===== src/sv/spt_pkg.sv =====
`timescale 1ns / 1ps
// ----------------------------------------------------------------------------
// Spirometry test sequencer package
// Shared widths, phase and register codes, sequencer states and the request
// and response types of the shared add/subtract unit.
// ----------------------------------------------------------------------------
package spt_pkg;

	localparam int VPP_W     = 12;
	localparam int START_W   = 10;
	localparam int WIN_W     = 6;
	localparam int TOT_W     = 16;
	localparam int VOL_W     = 28;
	localparam int RATIO_W   = 10;
	localparam int PHASE_W   = 2;
	localparam int CFG_W     = 12;
	localparam int CFG_IDX_W = 2;
	localparam int CNT_W     = 4;

	// phase codes as seen on the result channel
	localparam logic [PHASE_W-1:0] PHASE_IDLE   = 2'd0;
	localparam logic [PHASE_W-1:0] PHASE_ARMED  = 2'd1;
	localparam logic [PHASE_W-1:0] PHASE_EXHALE = 2'd2;

	// register indexes
	localparam logic [CFG_IDX_W-1:0] REG_VOLUME_PER_PULSE = 2'd0;
	localparam logic [CFG_IDX_W-1:0] REG_START_PULSES     = 2'd1;
	localparam logic [CFG_IDX_W-1:0] REG_FEV1_WINDOWS     = 2'd2;
	localparam logic [CFG_IDX_W-1:0] REG_TEST_WINDOWS     = 2'd3;

	localparam logic [VPP_W-1:0]   RST_VOLUME_PER_PULSE = 12'd569;
	localparam logic [START_W-1:0] RST_START_PULSES     = 10'd1;
	localparam logic [WIN_W-1:0]   RST_FEV1_WINDOWS     = 6'd4;
	localparam logic [WIN_W-1:0]   RST_TEST_WINDOWS     = 6'd24;

	localparam logic [WIN_W-1:0] WIN_MAX     = 6'd63;
	localparam logic [TOT_W-1:0] TOT_MAX     = 16'hFFFF;
	localparam logic [VPP_W-1:0] RATIO_SCALE = 12'd1000;

	// last iteration index of a multiply and of the ratio divide
	localparam logic [CNT_W-1:0] MUL_LAST = 4'd11;
	localparam logic [CNT_W-1:0] DIV_LAST = 4'd9;

	typedef enum logic [2:0] {
		SEQ_IDLE,
		SEQ_MUL_VOL,
		SEQ_MUL_FEV,
		SEQ_MUL_K,
		SEQ_DIV,
		SEQ_OUT
	} seq_state_t;

	typedef struct packed {
		logic [VOL_W-1:0] a;
		logic [VOL_W-1:0] b;
		logic             sub;
	} alu_req_t;

	typedef struct packed {
		logic [VOL_W-1:0] sum;
		logic             carry;
	} alu_rsp_t;

endpackage


===== src/sv/spt_if.sv =====
`timescale 1ns / 1ps
// ----------------------------------------------------------------------------
// Spirometry test sequencer channels
// Valid/ready channels for measurement windows and for test results.
// ----------------------------------------------------------------------------
interface spt_window_if #(
	parameter int PULSE_COUNT_BITS = 10
) ();
	logic                        valid;
	logic                        ready;
	logic                        button_pressed;
	logic [PULSE_COUNT_BITS-1:0] pulse_count;

	modport source (output valid, output button_pressed, output pulse_count, input ready);
	modport sink   (input valid, input button_pressed, input pulse_count, output ready);
endinterface

interface spt_result_if ();
	logic        valid;
	logic        ready;
	logic [1:0]  phase;
	logic [5:0]  elapsed_windows;
	logic [27:0] volume_q8;
	logic [27:0] fev1_q8;
	logic [9:0]  ratio_permille;
	logic        test_done;
	logic        exhale_started;

	modport source (
		output valid, output phase, output elapsed_windows, output volume_q8,
		output fev1_q8, output ratio_permille, output test_done, output exhale_started,
		input ready
	);
	modport sink (
		input valid, input phase, input elapsed_windows, input volume_q8,
		input fev1_q8, input ratio_permille, input test_done, input exhale_started,
		output ready
	);
endinterface


===== src/sv/spt_alu.sv =====
`timescale 1ns / 1ps
// ----------------------------------------------------------------------------
// Spirometry shared add/subtract unit
// One 28-bit adder used for shift-add multiplies and for restoring divide
// steps; carry out on a subtract means a >= b.
// ----------------------------------------------------------------------------
module spt_alu (
	input  spt_pkg::alu_req_t req,
	output spt_pkg::alu_rsp_t rsp
);
	import spt_pkg::*;

	logic [VOL_W:0] sum_ext;
	logic [VOL_W-1:0] b_eff;

	assign b_eff   = req.sub ? ~req.b : req.b;
	assign sum_ext = {1'b0, req.a} + {1'b0, b_eff} + (VOL_W+1)'(req.sub);

	assign rsp.sum   = sum_ext[VOL_W-1:0];
	assign rsp.carry = sum_ext[VOL_W];

endmodule


===== src/sv/spirometry_test_sequencer.sv =====
`timescale 1ns / 1ps
// ----------------------------------------------------------------------------
// Spirometry test sequencer
// Tracks idle/armed/exhale phases over measurement windows and reports
// volumes and the FEV1/FVC ratio through one shared add/subtract unit.
// ----------------------------------------------------------------------------
// One window request is taken when the sequencer is idle; window.ready stays
// low until its result has been handed to the output register. The phase and
// pulse totals update in the cycle of the request. The two volumes are then
// formed by 12-step shift-add multiplies on the shared 28-bit adder. A window
// that ends a test with a nonzero total also runs a 12-step multiply by 1000
// and a 10-step restoring divide on the same adder. A result waiting in the
// output register does not block the next request, only the next load.
// Start-pulse and window settings take effect on the next window; the volume
// per pulse is also read again when the FEV1 multiply is set up.
module spirometry_test_sequencer #(
	parameter int PULSE_COUNT_BITS = 10
) (
	input  logic                             clk,
	input  logic                             arst_n,
	input  logic                             cfg_we,
	input  logic [spt_pkg::CFG_IDX_W-1:0]    cfg_index,
	input  logic [spt_pkg::CFG_W-1:0]        cfg_data,
	spt_window_if.sink                       window,
	spt_result_if.source                     result
);
	import spt_pkg::*;

	localparam int CMP_W = (PULSE_COUNT_BITS > START_W) ? PULSE_COUNT_BITS : START_W;

	// configuration
	logic [VPP_W-1:0]   vpp_q;
	logic [START_W-1:0] start_q;
	logic [WIN_W-1:0]   fev1w_q;
	logic [WIN_W-1:0]   testw_q;

	// test state
	logic [PHASE_W-1:0] phase_q;
	logic [WIN_W-1:0]   win_q;
	logic [TOT_W-1:0]   total_q;
	logic [TOT_W-1:0]   fev1p_q;
	logic               latched_q;

	// sequencer
	seq_state_t       seq_q, seq_d;
	logic [CNT_W-1:0] cnt_q;
	logic             cnt_clr;
	logic             out_valid_q;
	logic             load_out;
	logic             accept;

	// values captured for the report of the current window
	logic [PHASE_W-1:0] rep_phase_q;
	logic [WIN_W-1:0]   rep_win_q;
	logic [TOT_W-1:0]   rep_tot_q;
	logic [TOT_W-1:0]   rep_fev_q;
	logic               rep_done_q;
	logic               rep_start_q;

	// datapath
	logic [VOL_W-1:0] acc_q;
	logic [VOL_W-1:0] mcand_q;
	logic [VPP_W-1:0] mplr_q;
	logic [VOL_W-1:0] vol_q;
	logic [VOL_W-1:0] fevv_q;
	logic [VOL_W-1:0] mul_next;
	logic [TOT_W:0]   div_rem;
	alu_req_t         alu_req;
	alu_rsp_t         alu_rsp;

	// result register
	logic [PHASE_W-1:0] res_phase_q;
	logic [WIN_W-1:0]   res_win_q;
	logic [VOL_W-1:0]   res_vol_q;
	logic [VOL_W-1:0]   res_fev_q;
	logic [RATIO_W-1:0] res_ratio_q;
	logic               res_done_q;
	logic               res_start_q;

	// window update
	logic [PULSE_COUNT_BITS-1:0] pulses_w;
	logic [WIN_W-1:0]            win_inc;
	logic [TOT_W:0]              tot_sum;
	logic [TOT_W-1:0]            tot_sat;
	logic [PHASE_W-1:0]          upd_phase;
	logic [WIN_W-1:0]            upd_win;
	logic [TOT_W-1:0]            upd_tot;
	logic [TOT_W-1:0]            upd_fev;
	logic                        upd_lat;
	logic                        upd_done;
	logic                        upd_start;

	assign accept       = window.valid && window.ready;
	assign window.ready = (seq_q == SEQ_IDLE);

	assign pulses_w = window.pulse_count;
	assign win_inc  = (win_q == WIN_MAX) ? win_q : win_q + 1'b1;
	assign tot_sum  = {1'b0, total_q} + (TOT_W+1)'(pulses_w);
	assign tot_sat  = tot_sum[TOT_W] ? TOT_MAX : tot_sum[TOT_W-1:0];

	always_comb begin
		upd_phase = phase_q;
		upd_win   = win_q;
		upd_tot   = total_q;
		upd_fev   = fev1p_q;
		upd_lat   = latched_q;
		upd_done  = 1'b0;
		upd_start = 1'b0;
		case (phase_q)
			PHASE_EXHALE: begin
				upd_win = win_inc;
				if (win_inc >= testw_q) begin
					upd_done = 1'b1;
				end else begin
					upd_tot = tot_sat;
					if (!latched_q && (win_inc >= fev1w_q)) begin
						upd_fev = tot_sat;
						upd_lat = 1'b1;
					end
				end
			end
			PHASE_ARMED: begin
				if (CMP_W'(pulses_w) >= CMP_W'(start_q)) begin
					upd_phase = PHASE_EXHALE;
					upd_win   = '0;
					upd_tot   = '0;
					upd_fev   = '0;
					upd_lat   = 1'b0;
					upd_start = 1'b1;
				end
			end
			default: begin
				// idle or an unused phase code: arm on a button press, else go to idle
				upd_phase = window.button_pressed ? PHASE_ARMED : PHASE_IDLE;
			end
		endcase
	end

	// configuration and test state
	always_ff @(posedge clk or negedge arst_n) begin
		if (!arst_n) begin
			vpp_q     <= RST_VOLUME_PER_PULSE;
			start_q   <= RST_START_PULSES;
			fev1w_q   <= RST_FEV1_WINDOWS;
			testw_q   <= RST_TEST_WINDOWS;
			phase_q   <= PHASE_IDLE;
			win_q     <= '0;
			total_q   <= '0;
			fev1p_q   <= '0;
			latched_q <= 1'b0;
		end else begin
			if (cfg_we) begin
				case (cfg_index)
					REG_VOLUME_PER_PULSE: vpp_q   <= cfg_data[VPP_W-1:0];
					REG_START_PULSES:     start_q <= cfg_data[START_W-1:0];
					REG_FEV1_WINDOWS:     fev1w_q <= cfg_data[WIN_W-1:0];
					REG_TEST_WINDOWS:     testw_q <= cfg_data[WIN_W-1:0];
					default: ;
				endcase
			end
			if (accept) begin
				if (upd_done) begin
					phase_q   <= PHASE_IDLE;
					win_q     <= '0;
					total_q   <= '0;
					fev1p_q   <= '0;
					latched_q <= 1'b0;
				end else begin
					phase_q   <= upd_phase;
					win_q     <= upd_win;
					total_q   <= upd_tot;
					fev1p_q   <= upd_fev;
					latched_q <= upd_lat;
				end
			end
		end
	end

	// sequencer state register
	always_ff @(posedge clk or negedge arst_n) begin
		if (!arst_n) begin
			seq_q       <= SEQ_IDLE;
			cnt_q       <= '0;
			out_valid_q <= 1'b0;
			rep_done_q  <= 1'b0;
		end else begin
			seq_q <= seq_d;
			cnt_q <= cnt_clr ? '0 : cnt_q + 1'b1;
			if (load_out) begin
				out_valid_q <= 1'b1;
			end else if (result.ready) begin
				out_valid_q <= 1'b0;
			end
			if (accept) begin
				rep_done_q <= upd_done;
			end
		end
	end

	always_comb begin
		seq_d    = seq_q;
		cnt_clr  = 1'b1;
		load_out = 1'b0;
		case (seq_q)
			SEQ_IDLE: begin
				if (accept) begin
					seq_d = SEQ_MUL_VOL;
				end
			end
			SEQ_MUL_VOL: begin
				cnt_clr = (cnt_q == MUL_LAST);
				if (cnt_q == MUL_LAST) begin
					seq_d = SEQ_MUL_FEV;
				end
			end
			SEQ_MUL_FEV: begin
				cnt_clr = (cnt_q == MUL_LAST);
				if (cnt_q == MUL_LAST) begin
					// ratio only on the final window with a nonzero total
					seq_d = (rep_done_q && (rep_tot_q != '0)) ? SEQ_MUL_K : SEQ_OUT;
				end
			end
			SEQ_MUL_K: begin
				cnt_clr = (cnt_q == MUL_LAST);
				if (cnt_q == MUL_LAST) begin
					seq_d = SEQ_DIV;
				end
			end
			SEQ_DIV: begin
				cnt_clr = (cnt_q == DIV_LAST);
				if (cnt_q == DIV_LAST) begin
					seq_d = SEQ_OUT;
				end
			end
			SEQ_OUT: begin
				if (!out_valid_q || result.ready) begin
					load_out = 1'b1;
					seq_d    = SEQ_IDLE;
				end
			end
			default: begin
				seq_d = SEQ_IDLE;
			end
		endcase
	end

	// shared adder: partial product add, or trial subtract of the divisor
	assign div_rem = {acc_q[RATIO_W+TOT_W-1:RATIO_W], acc_q[RATIO_W-1]};

	always_comb begin
		if (seq_q == SEQ_DIV) begin
			alu_req.a   = VOL_W'(div_rem);
			alu_req.b   = VOL_W'(rep_tot_q);
			alu_req.sub = 1'b1;
		end else begin
			alu_req.a   = acc_q;
			alu_req.b   = mcand_q;
			alu_req.sub = 1'b0;
		end
	end

	spt_alu u_alu (
		.req (alu_req),
		.rsp (alu_rsp)
	);

	assign mul_next = mplr_q[0] ? alu_rsp.sum : acc_q;

	// datapath
	always_ff @(posedge clk) begin
		if (accept) begin
			rep_phase_q <= upd_done ? PHASE_IDLE : upd_phase;
			rep_win_q   <= upd_win;
			rep_tot_q   <= upd_tot;
			rep_fev_q   <= upd_fev;
			rep_start_q <= upd_start;
			acc_q       <= '0;
			mcand_q     <= VOL_W'(upd_tot);
			mplr_q      <= vpp_q;
		end
		case (seq_q)
			SEQ_MUL_VOL, SEQ_MUL_FEV, SEQ_MUL_K: begin
				if (cnt_q != MUL_LAST) begin
					acc_q   <= mul_next;
					mcand_q <= {mcand_q[VOL_W-2:0], 1'b0};
					mplr_q  <= {1'b0, mplr_q[VPP_W-1:1]};
				end else if (seq_q == SEQ_MUL_VOL) begin
					// set up the next multiply: FEV1 volume
					vol_q   <= mul_next;
					acc_q   <= '0;
					mcand_q <= VOL_W'(rep_fev_q);
					mplr_q  <= vpp_q;
				end else if (seq_q == SEQ_MUL_FEV) begin
					// set up FEV1 * 1000 for the ratio
					fevv_q  <= mul_next;
					acc_q   <= '0;
					mcand_q <= VOL_W'(rep_fev_q);
					mplr_q  <= RATIO_SCALE;
				end else begin
					acc_q <= mul_next;
				end
			end
			SEQ_DIV: begin
				// shift the quotient bit in at the bottom
				acc_q <= {{(VOL_W-TOT_W-RATIO_W){1'b0}},
					(alu_rsp.carry ? alu_rsp.sum[TOT_W-1:0] : div_rem[TOT_W-1:0]),
					acc_q[RATIO_W-2:0], alu_rsp.carry};
			end
			default: ;
		endcase
		if (load_out) begin
			res_phase_q <= rep_phase_q;
			res_win_q   <= rep_win_q;
			res_vol_q   <= vol_q;
			res_fev_q   <= fevv_q;
			res_ratio_q <= (rep_done_q && (rep_tot_q != '0)) ? acc_q[RATIO_W-1:0] : '0;
			res_done_q  <= rep_done_q;
			res_start_q <= rep_start_q;
		end
	end

	assign result.valid           = out_valid_q;
	assign result.phase           = res_phase_q;
	assign result.elapsed_windows = res_win_q;
	assign result.volume_q8       = res_vol_q;
	assign result.fev1_q8         = res_fev_q;
	assign result.ratio_permille  = res_ratio_q;
	assign result.test_done       = res_done_q;
	assign result.exhale_started  = res_start_q;

	// the latched FEV1 count never exceeds the running total
	a_fev1_le_total: assert property (@(posedge clk) disable iff (!arst_n)
		fev1p_q <= total_q)
		else $error("FEV1 pulse count exceeds total");

	a_ratio_range: assert property (@(posedge clk) disable iff (!arst_n)
		result.valid |-> result.ratio_permille <= 10'd1000)
		else $error("ratio out of range");

	a_done_idle: assert property (@(posedge clk) disable iff (!arst_n)
		result.valid && result.test_done |-> result.phase == PHASE_IDLE
			&& !result.exhale_started)
		else $error("finished test not reported as idle");

	a_accept_busy: assert property (@(posedge clk) disable iff (!arst_n)
		accept |=> seq_q == SEQ_MUL_VOL && !window.ready)
		else $error("sequencer did not start on request");

	a_load_free: assert property (@(posedge clk) disable iff (!arst_n)
		load_out |-> !out_valid_q || result.ready)
		else $error("result register overwritten");

endmodule

===== src/flat_wrapper.sv =====
// flat-port wrapper written by rule: the top's interface ports become plain ports
module spirometry_test_sequencer_flat import spt_pkg::*;
#(
	parameter int PULSE_COUNT_BITS = 10
)
  (clk, arst_n, cfg_we, cfg_index, cfg_data, window_valid, window_button_pressed, window_pulse_count, window_ready, result_valid, result_phase, result_elapsed_windows, result_volume_q8, result_fev1_q8, result_ratio_permille, result_test_done, result_exhale_started, result_ready);
  spt_window_if #(.PULSE_COUNT_BITS(PULSE_COUNT_BITS)) window_i ();
  spt_result_if result_i ();
  input  logic clk;
  input  logic arst_n;
  input  logic cfg_we;
  input  logic [spt_pkg::CFG_IDX_W-1:0] cfg_index;
  input  logic [spt_pkg::CFG_W-1:0] cfg_data;
  input wire logic [$bits(window_i.valid)-1:0] window_valid;
  input wire logic [$bits(window_i.button_pressed)-1:0] window_button_pressed;
  input wire logic [$bits(window_i.pulse_count)-1:0] window_pulse_count;
  output wire logic [$bits(window_i.ready)-1:0] window_ready;
  output wire logic [$bits(result_i.valid)-1:0] result_valid;
  output wire logic [$bits(result_i.phase)-1:0] result_phase;
  output wire logic [$bits(result_i.elapsed_windows)-1:0] result_elapsed_windows;
  output wire logic [$bits(result_i.volume_q8)-1:0] result_volume_q8;
  output wire logic [$bits(result_i.fev1_q8)-1:0] result_fev1_q8;
  output wire logic [$bits(result_i.ratio_permille)-1:0] result_ratio_permille;
  output wire logic [$bits(result_i.test_done)-1:0] result_test_done;
  output wire logic [$bits(result_i.exhale_started)-1:0] result_exhale_started;
  input wire logic [$bits(result_i.ready)-1:0] result_ready;
  assign window_i.valid = window_valid;
  assign window_i.button_pressed = window_button_pressed;
  assign window_i.pulse_count = window_pulse_count;
  assign window_ready = window_i.ready;
  assign result_valid = result_i.valid;
  assign result_phase = result_i.phase;
  assign result_elapsed_windows = result_i.elapsed_windows;
  assign result_volume_q8 = result_i.volume_q8;
  assign result_fev1_q8 = result_i.fev1_q8;
  assign result_ratio_permille = result_i.ratio_permille;
  assign result_test_done = result_i.test_done;
  assign result_exhale_started = result_i.exhale_started;
  assign result_i.ready = result_ready;
  spirometry_test_sequencer #(.PULSE_COUNT_BITS(PULSE_COUNT_BITS)) u_core (.clk(clk), .arst_n(arst_n), .cfg_we(cfg_we), .cfg_index(cfg_index), .cfg_data(cfg_data), .window(window_i), .result(result_i));
endmodule

===== config.mk =====
export PLATFORM = sky130hd
export DESIGN_NAME = spirometry_test_sequencer_flat
export DESIGN_NICKNAME = d
export VERILOG_FILES = /design/src/sv/spt_pkg.sv /design/src/sv/spt_if.sv /design/src/sv/spt_alu.sv /design/src/sv/spirometry_test_sequencer.sv /design/src/flat_wrapper.sv
export SDC_FILE = /design/constraint.sdc
export NUM_CORES = 1
export LEC_CHECK = 0
export BUFFER_PORTS_ARGS = -buffer_cell sky130_fd_sc_hd__buf_2
export CORE_ASPECT_RATIO = 1.4
export CORE_MARGIN = 2
export CORE_UTILIZATION = 61
export DETAILED_ROUTE_END_ITERATION = 7
export PLACE_DENSITY = 0.85
export SLEW_MARGIN = 30
export SYNTH_ARGS = -nofsm -noshare
export SYNTH_HDL_FRONTEND = slang
export SYNTH_SLANG_ARGS = --single-unit

===== constraint.sdc =====
create_clock -name clk -period 5.87 [get_ports clk]
set_input_delay 0 -clock clk [delete_from_list [all_inputs] [get_ports clk]]
set_output_delay 0 -clock clk [all_outputs]
set_load 0.02 [all_outputs]

Yosys cells after proc, flatten, opt, wreduce, memory -nomap -nowiden:

Index checks and enable logic that the tools add are counted.

* latch bits: 0
* bits in writable memories: 0
* bits in registers: 325
* memories: 0
* ROM bits: 0
* bits of input ports: 30
* logic and storage cells: 144
* output and inout port bits: 78

* order comparisons: 3
* shift-type cells: 0
* reduce and logical (&&, ||, !) cells: 21
* muxes and demuxes: 59
* div/mod/pow operators: 0
* add/sub/neg operators: 5
* multiply operators: 0
* bitwise operators: 3
* equal/unequal tests: 23

Operators by type and width (number)
* two-way mux 28 bit: 11
* two-way mux 16 bit: 9
* case mux 16 bit (2 select lines): 2
* two-way mux 12 bit: 5
* two-way mux 57 bit: 1
* case mux 28 bit (2 select lines): 1
* adder 28 x 28 -> 29 bit: 1
* adder 29 x 1 -> 29 bit: 1
* inverter 28 bit: 1
* two-way mux 3 bit: 7
* two-way mux 6 bit: 3
* case mux 3 bit (6 select lines): 1
* adder 16 x 10 -> 17 bit: 1
* nonzero test 16 bit: 1
* greater-or-equal comparator 6 bit: 2
* two-way mux 1 bit: 12
* case mux 6 bit (2 select lines): 1
* greater-or-equal comparator 10 bit: 1
* inequality test 2 x 1 -> 1 bit, second input constant: 5
* == test 4 bit, second input constant: 2
* AND reduction 2 bit: 4
* adder 6 x 1 -> 6 bit, second input constant: 1
* == test 2 bit, second input constant: 3
* == test 3 x 2 -> 1 bit, second input constant: 2
* other kinds (26): 36

Logic depth before layout (Yosys ltp):

* word-level depth: 11
* depth in mapped cells: 20
* depth with buffers taken out: 14

Hierarchy:

A second synthesis with hierarchy kept.

* cells, all modules: 1520
* area total of the unflattened synthesis: 16582.2 sq um

Modules (own cells, without submodules)
* spirometry_test_sequencer: times used 1, cells each 1273, area each 14757.9 sq um, seq. area each 8949.8 sq um
* spt_alu: times used 1, cells each 247, area each 1824.2 sq um, seq. area each 0.0 sq um

Least setup slack after synthesis:

Ideal clock, no wire load.

* path kind: flip-flop to flip-flop
* start point: reg u_core.seq_q[1]
* end point: reg u_core.acc_q[12], data pin
* library setup time: 264 ps
* arrival time: 3865 ps
* clock period less this slack: 4129 ps
* slack: 1741 ps
* buffers on the path: 5
* cell stages (with the launch flop): 19
* data required time: 5606 ps
* cells stage by stage: dfrtp_1 -> buf_2 -> or3b_1 -> buf_2 -> buf_1 -> o21ai_0 -> inv_1 -> fa_1 -> and2b_1 -> o2111ai_1 -> a2111o_1 -> nand3_1 -> a41o_1 -> a41oi_2 -> a21o_1 -> buf_6 -> buf_6 -> mux2i_1 -> o2bb2ai_1

* longest elaborated chain between the ends: 11
* elaborated cells between the ends (all ways): 16
* classes of those cells: add/sub (2); eq/ne (4); mux (8); bitwise (1); reduce/logical (1)

Ends and longest elaborated chain
* start: declaration: RTL line spirometry_test_sequencer.sv:45 `seq_state_t seq_q, seq_d;`
* start signal: assignment: RTL line spirometry_test_sequencer.sv:187 `seq_q <= seq_d;`
* == test 3 bit: RTL line spirometry_test_sequencer.sv:251, spirometry_test_sequencer.sv:281
* two-way mux 57 bit: RTL line spirometry_test_sequencer.sv:251 `if (seq_q == SEQ_DIV) begin`
* inverter 28 bit: RTL line spt_alu.sv:16 `assign b_eff = req.sub ? ~req.b : req.b;`
* two-way mux 28 bit: RTL line spt_alu.sv:16
* adder 28 x 28 -> 29 bit: RTL line spt_alu.sv:17 `assign sum_ext = {1'b0, req.a} + {1'b0, b_eff} + (VOL_W+1)'(req.sub);`
* adder 29 x 1 -> 29 bit: RTL line spt_alu.sv:17
* two-way mux 28 bit: RTL line spirometry_test_sequencer.sv:267 `assign mul_next = mplr_q[0] ? alu_rsp.sum : acc_q;`
* two-way mux 28 bit: RTL line spirometry_test_sequencer.sv:293 `end else if (seq_q == SEQ_MUL_FEV) begin`
* two-way mux 28 bit: RTL line spirometry_test_sequencer.sv:287 `end else if (seq_q == SEQ_MUL_VOL) begin`
* two-way mux 28 bit: RTL line spirometry_test_sequencer.sv:283 `if (cnt_q != MUL_LAST) begin`
* case mux 28 bit (2 select lines) *: RTL line spirometry_test_sequencer.sv:281 `case (seq_q)`
* end signal: assignment: RTL line spirometry_test_sequencer.sv:284 `acc_q <= mul_next;`
* end signal: assignment: RTL line spirometry_test_sequencer.sv:300 `acc_q <= mul_next;`
* end signal: assignment: RTL line spirometry_test_sequencer.sv:305 `acc_q <= {{(VOL_W-TOT_W-RATIO_W){1'b0}},`
* end: declaration: RTL line spirometry_test_sequencer.sv:61 `logic [VOL_W-1:0] acc_q;`

Mark *: on every way between the ends. The rest lies on a longest branch, timed or not.
A chain may end at the register's enable or synchronous reset.

Final worst setup path:

* start point: reg u_core.seq_q[2]
* end point: reg u_core.acc_q[19], data pin

The elaborated chain is that of the path after synthesis.

==> run metrics <==
wire length per cell=19.7 um; I/O Buffers=107; CTS resizes=0; YS warnings=0; Fmax=202 MHz; worst slew pin tran=0.863 ns; Reg area=0.00895 mm^2; Routed Antenna Nets=0; clock skew=0.0155 ns; CTS tree=yes; Post-Place Cells=1698; Relative slew margins=0.425; minimum clock period=4.95 ns; Buf/Inv on CP=2; largest net degree at the start of global routing=66; final core occ=0.698; commonest non-fill, non-tap cells in the layout=edfxtp_1 (201), nand2_1 (167), buf_2 (106); distinct cell type count after synthesis=78; most used cell, CP=o21ai_0; final cell count without fillers=1770; HPWL Detailed=24.7 mm; Post-synth top flop=edfxtp_1; row cnt=69; global-route wire length before repair=55.7 mm; area leader, netlist=edfxtp_1; Setup WS post-layout=0.922 ns; clock buffer depth=3; area of the multi-input gates=0.00615 mm^2; Hold Vio Cnt, Final=0; leakage=7.40 nW; vias in the first global route=10800; post-CTS setup buffer count=0; delay-heaviest family, CP=compound AO/OA/AOI/OAI gates; core area=0.0252 mm^2; final wirelength=34.9 mm; Worst R2R Setup Slack=0.92 ns; Vias=10900; Clk Latency, worst-skew pair=0.56 ns; worst slack, placed=0.969 ns; asr flop ratio synth=0.258; IO Pins=108; DR pass1 iterations=6; worst vdd ir=334 uV; initial antenna violation count=0; Mapped Cells=1314; CTS buffer count=29; gr ovfl total=0; fillers=1768; die area=0.0267 mm^2; syn_area_per_cell=11.8 um^2; top cells by area, synth=edfxtp_1 (39%), dfrtp_1 (12%), dfxtp_1 (5.2%); Clock transition at path regs=0.07 ns; hold_buf cts=19; Die Width=139 um; Final setup viols=0; Root Buffer=clkbuf_16; Initial Utilization=0.615; mapped cell area=0.0155 mm^2; path type of the worst min-delay path=in -> reg; DRC violations left=0; Slowest-stage cell, CP=a21o_1; most common cell after layout, fill and taps aside=edfxtp_1; Max-cap violations=0; PwrDens=433 mW/mm^2; layout cells sized above 1=0.183; H-tree depth=1; clk sinks=325; RSZ-0062 raised after global routing=no; overall power=7.63 mW; crit-path cells=buf_4 -> or3b_2 -> buf_4 -> nand2_1 -> o21ai_0 -> ha_1 -> a21oi_1 -> o21ai_0 -> a21oi_1 -> nand3_1 -> a41o_1 -> a41oi_2 -> a21o_1 -> mux2i_1 -> o21ai_0; register area share after synthesis=0.577; via/cell ratio=6.18; Slew Viols, Final=0; critical path arrival=5.23 ns; area growth from synthesis to layout=13.5%; largest fanout on the critical path=37; # diodes=0; crit-path max cell delay=0.72 ns; GPL Wtd Cong=0.979; setup TNS=0 ns; Crit. End Element=flip-flop; die height=193 um; Synth Net Count=1410; EDFF count, synth=201; flops & latches, synth=325; outcome=complete, no violations; nets@finish=1525; required time of the critical path=6.16 ns; CP startpoint kind=flip-flop; CP Class=reg -> reg; share of the synthesized area in the top cell type=0.389; Total GRT Usage=0.257; fin crit share=0.843; initial detailed-routing violation count=1051
==> where the power goes <==
| part | leakage [nW] | internal (mW) | switching (mW) |
|---|---|---|---|
| clock | 0.499 | 1.22 | 0.849 |
| combinational | 3.57 | 0.871 | 1.47 |
| sequential | 3.33 | 2.91 | 0.304 |
| total | 7.40 | 5.00 | 2.62 |
==> worst register-to-register path, delay by kind of cell, from the launching register on <==
kind | cells | cell delay, ns
flip-flops | 1 | 0.32
adder cells (fa/ha/maj) | 1 | 0.39
multiplexers | 1 | 0.28
AND/OR/NAND/NOR | 3 | 0.93
AO/OA/AOI/OAI | 8 | 2.22
buffers and inverters | 2 | 0.55
==> final timing paths <==
kind                                                to              from  depth (start not counted)
max                                   u_core.acc_q[19]   u_core.seq_q[2]                         15
min                                    u_core.vpp_q[2]      cfg_index[0]                          4
max reg2reg                           u_core.acc_q[19]   u_core.seq_q[2]                         15
min reg2reg                u_core.result.volume_q8[25]  u_core.vol_q[25]                          0
max in group asynchronous              u_core.seq_q[0]            arst_n                          4
min in group asynchronous              u_core.vpp_q[3]            arst_n                          3
==> synthesized netlist by cell type (5+ instances only) <==
| cell | n |
|---|---|
| nor4_1 | 6 |
| xor2_1 | 14 |
| a222oi_1 | 11 |
| nor3_1 | 9 |
| nand2_1 | 167 |
| xnor2_1 | 26 |
| nor2b_1 | 6 |
| mux2i_1 | 16 |
| inv_1 | 55 |
| and3_1 | 5 |
| a21oi_1 | 48 |
| o21ai_0 | 87 |
| edfxtp_1 | 201 |
| a221o_1 | 9 |
| a31oi_1 | 9 |
| mux2_2 | 56 |
| o21a_1 | 5 |
| a21o_1 | 23 |
| a211oi_1 | 5 |
| o21ai_1 | 7 |
| nor2_1 | 58 |
| ha_1 | 64 |
| dfstp_2 | 9 |
| o22ai_1 | 8 |
| dfrtp_1 | 75 |
| dfxtp_1 | 40 |
| nand3_1 | 19 |
| and2_1 | 27 |
| o2bb2ai_1 | 29 |
| buf_2 | 7 |
| o21bai_1 | 9 |
| clkbuf_1 | 48 |
| a32oi_1 | 7 |
| nand2b_1 | 22 |
| a22o_1 | 53 |
==> per-layer routing <==
metal	global-route usage	share of wire	vias to the layer above
met5	0	0	-
met4	0.117	0.042	0
met3	0.0305	0.048	101
met2	0.467	0.52	382
met1	0.308	0.39	5330
li1	-	-	5132
==> area by class of cell <==
class                           instances  share of cell area
Clock buffer                           32              0.0419
Clock inverter                         21              0.0173
Inverter                               55              0.0117
Multi-Input combinational cell        874               0.349
Sequential cell                       325               0.508
Tap cell                              319              0.0227
Timing Repair Buffer                  144              0.0490
==> metrics by stage <==
| step | area, um^2 | hold WS [ns] |
|---|---|---|
| final | 17600 | 0.0536 |
| after global placement | 16400 | -0.103 |
| after floorplan | 15500 | -0.296 |
| after detailed placement | 16400 | -0.0950 |
| after CTS | 17600 | 0.0263 |
| after global routing | 17600 | 0.0583 |
==> sequential cells by signal, indices dropped and copies added, names as in the netlist, 10 cells and up <==
name	flops
u_core.acc_q	28
u_core.fevv_q	28
u_core.mcand_q	28
u_core.result.fev1_q8	28
u_core.result.volume_q8	28
u_core.vol_q	28
u_core.fev1p_q	16
u_core.rep_fev_q	16
u_core.rep_tot_q	16
u_core.total_q	16
u_core.mplr_q	12
u_core.vpp_q	12
u_core.result.ratio_permille	10
u_core.start_q	10
==> logic make-up after synthesis <==
group | after synthesis | share of synthesized area
muxes | 72 | 0.0510
adders and majority gates | 66 | 0.0542
xor gates and xnor gates | 40 | 0.0226
DFF | 325 | 0.577
buffers and inverters | 115 | 0.0294
AOI/OAI and AO/OA | 354 | 0.165
and+or+nand+nor | 342 | 0.101
(Power assumes the default switching activity.)
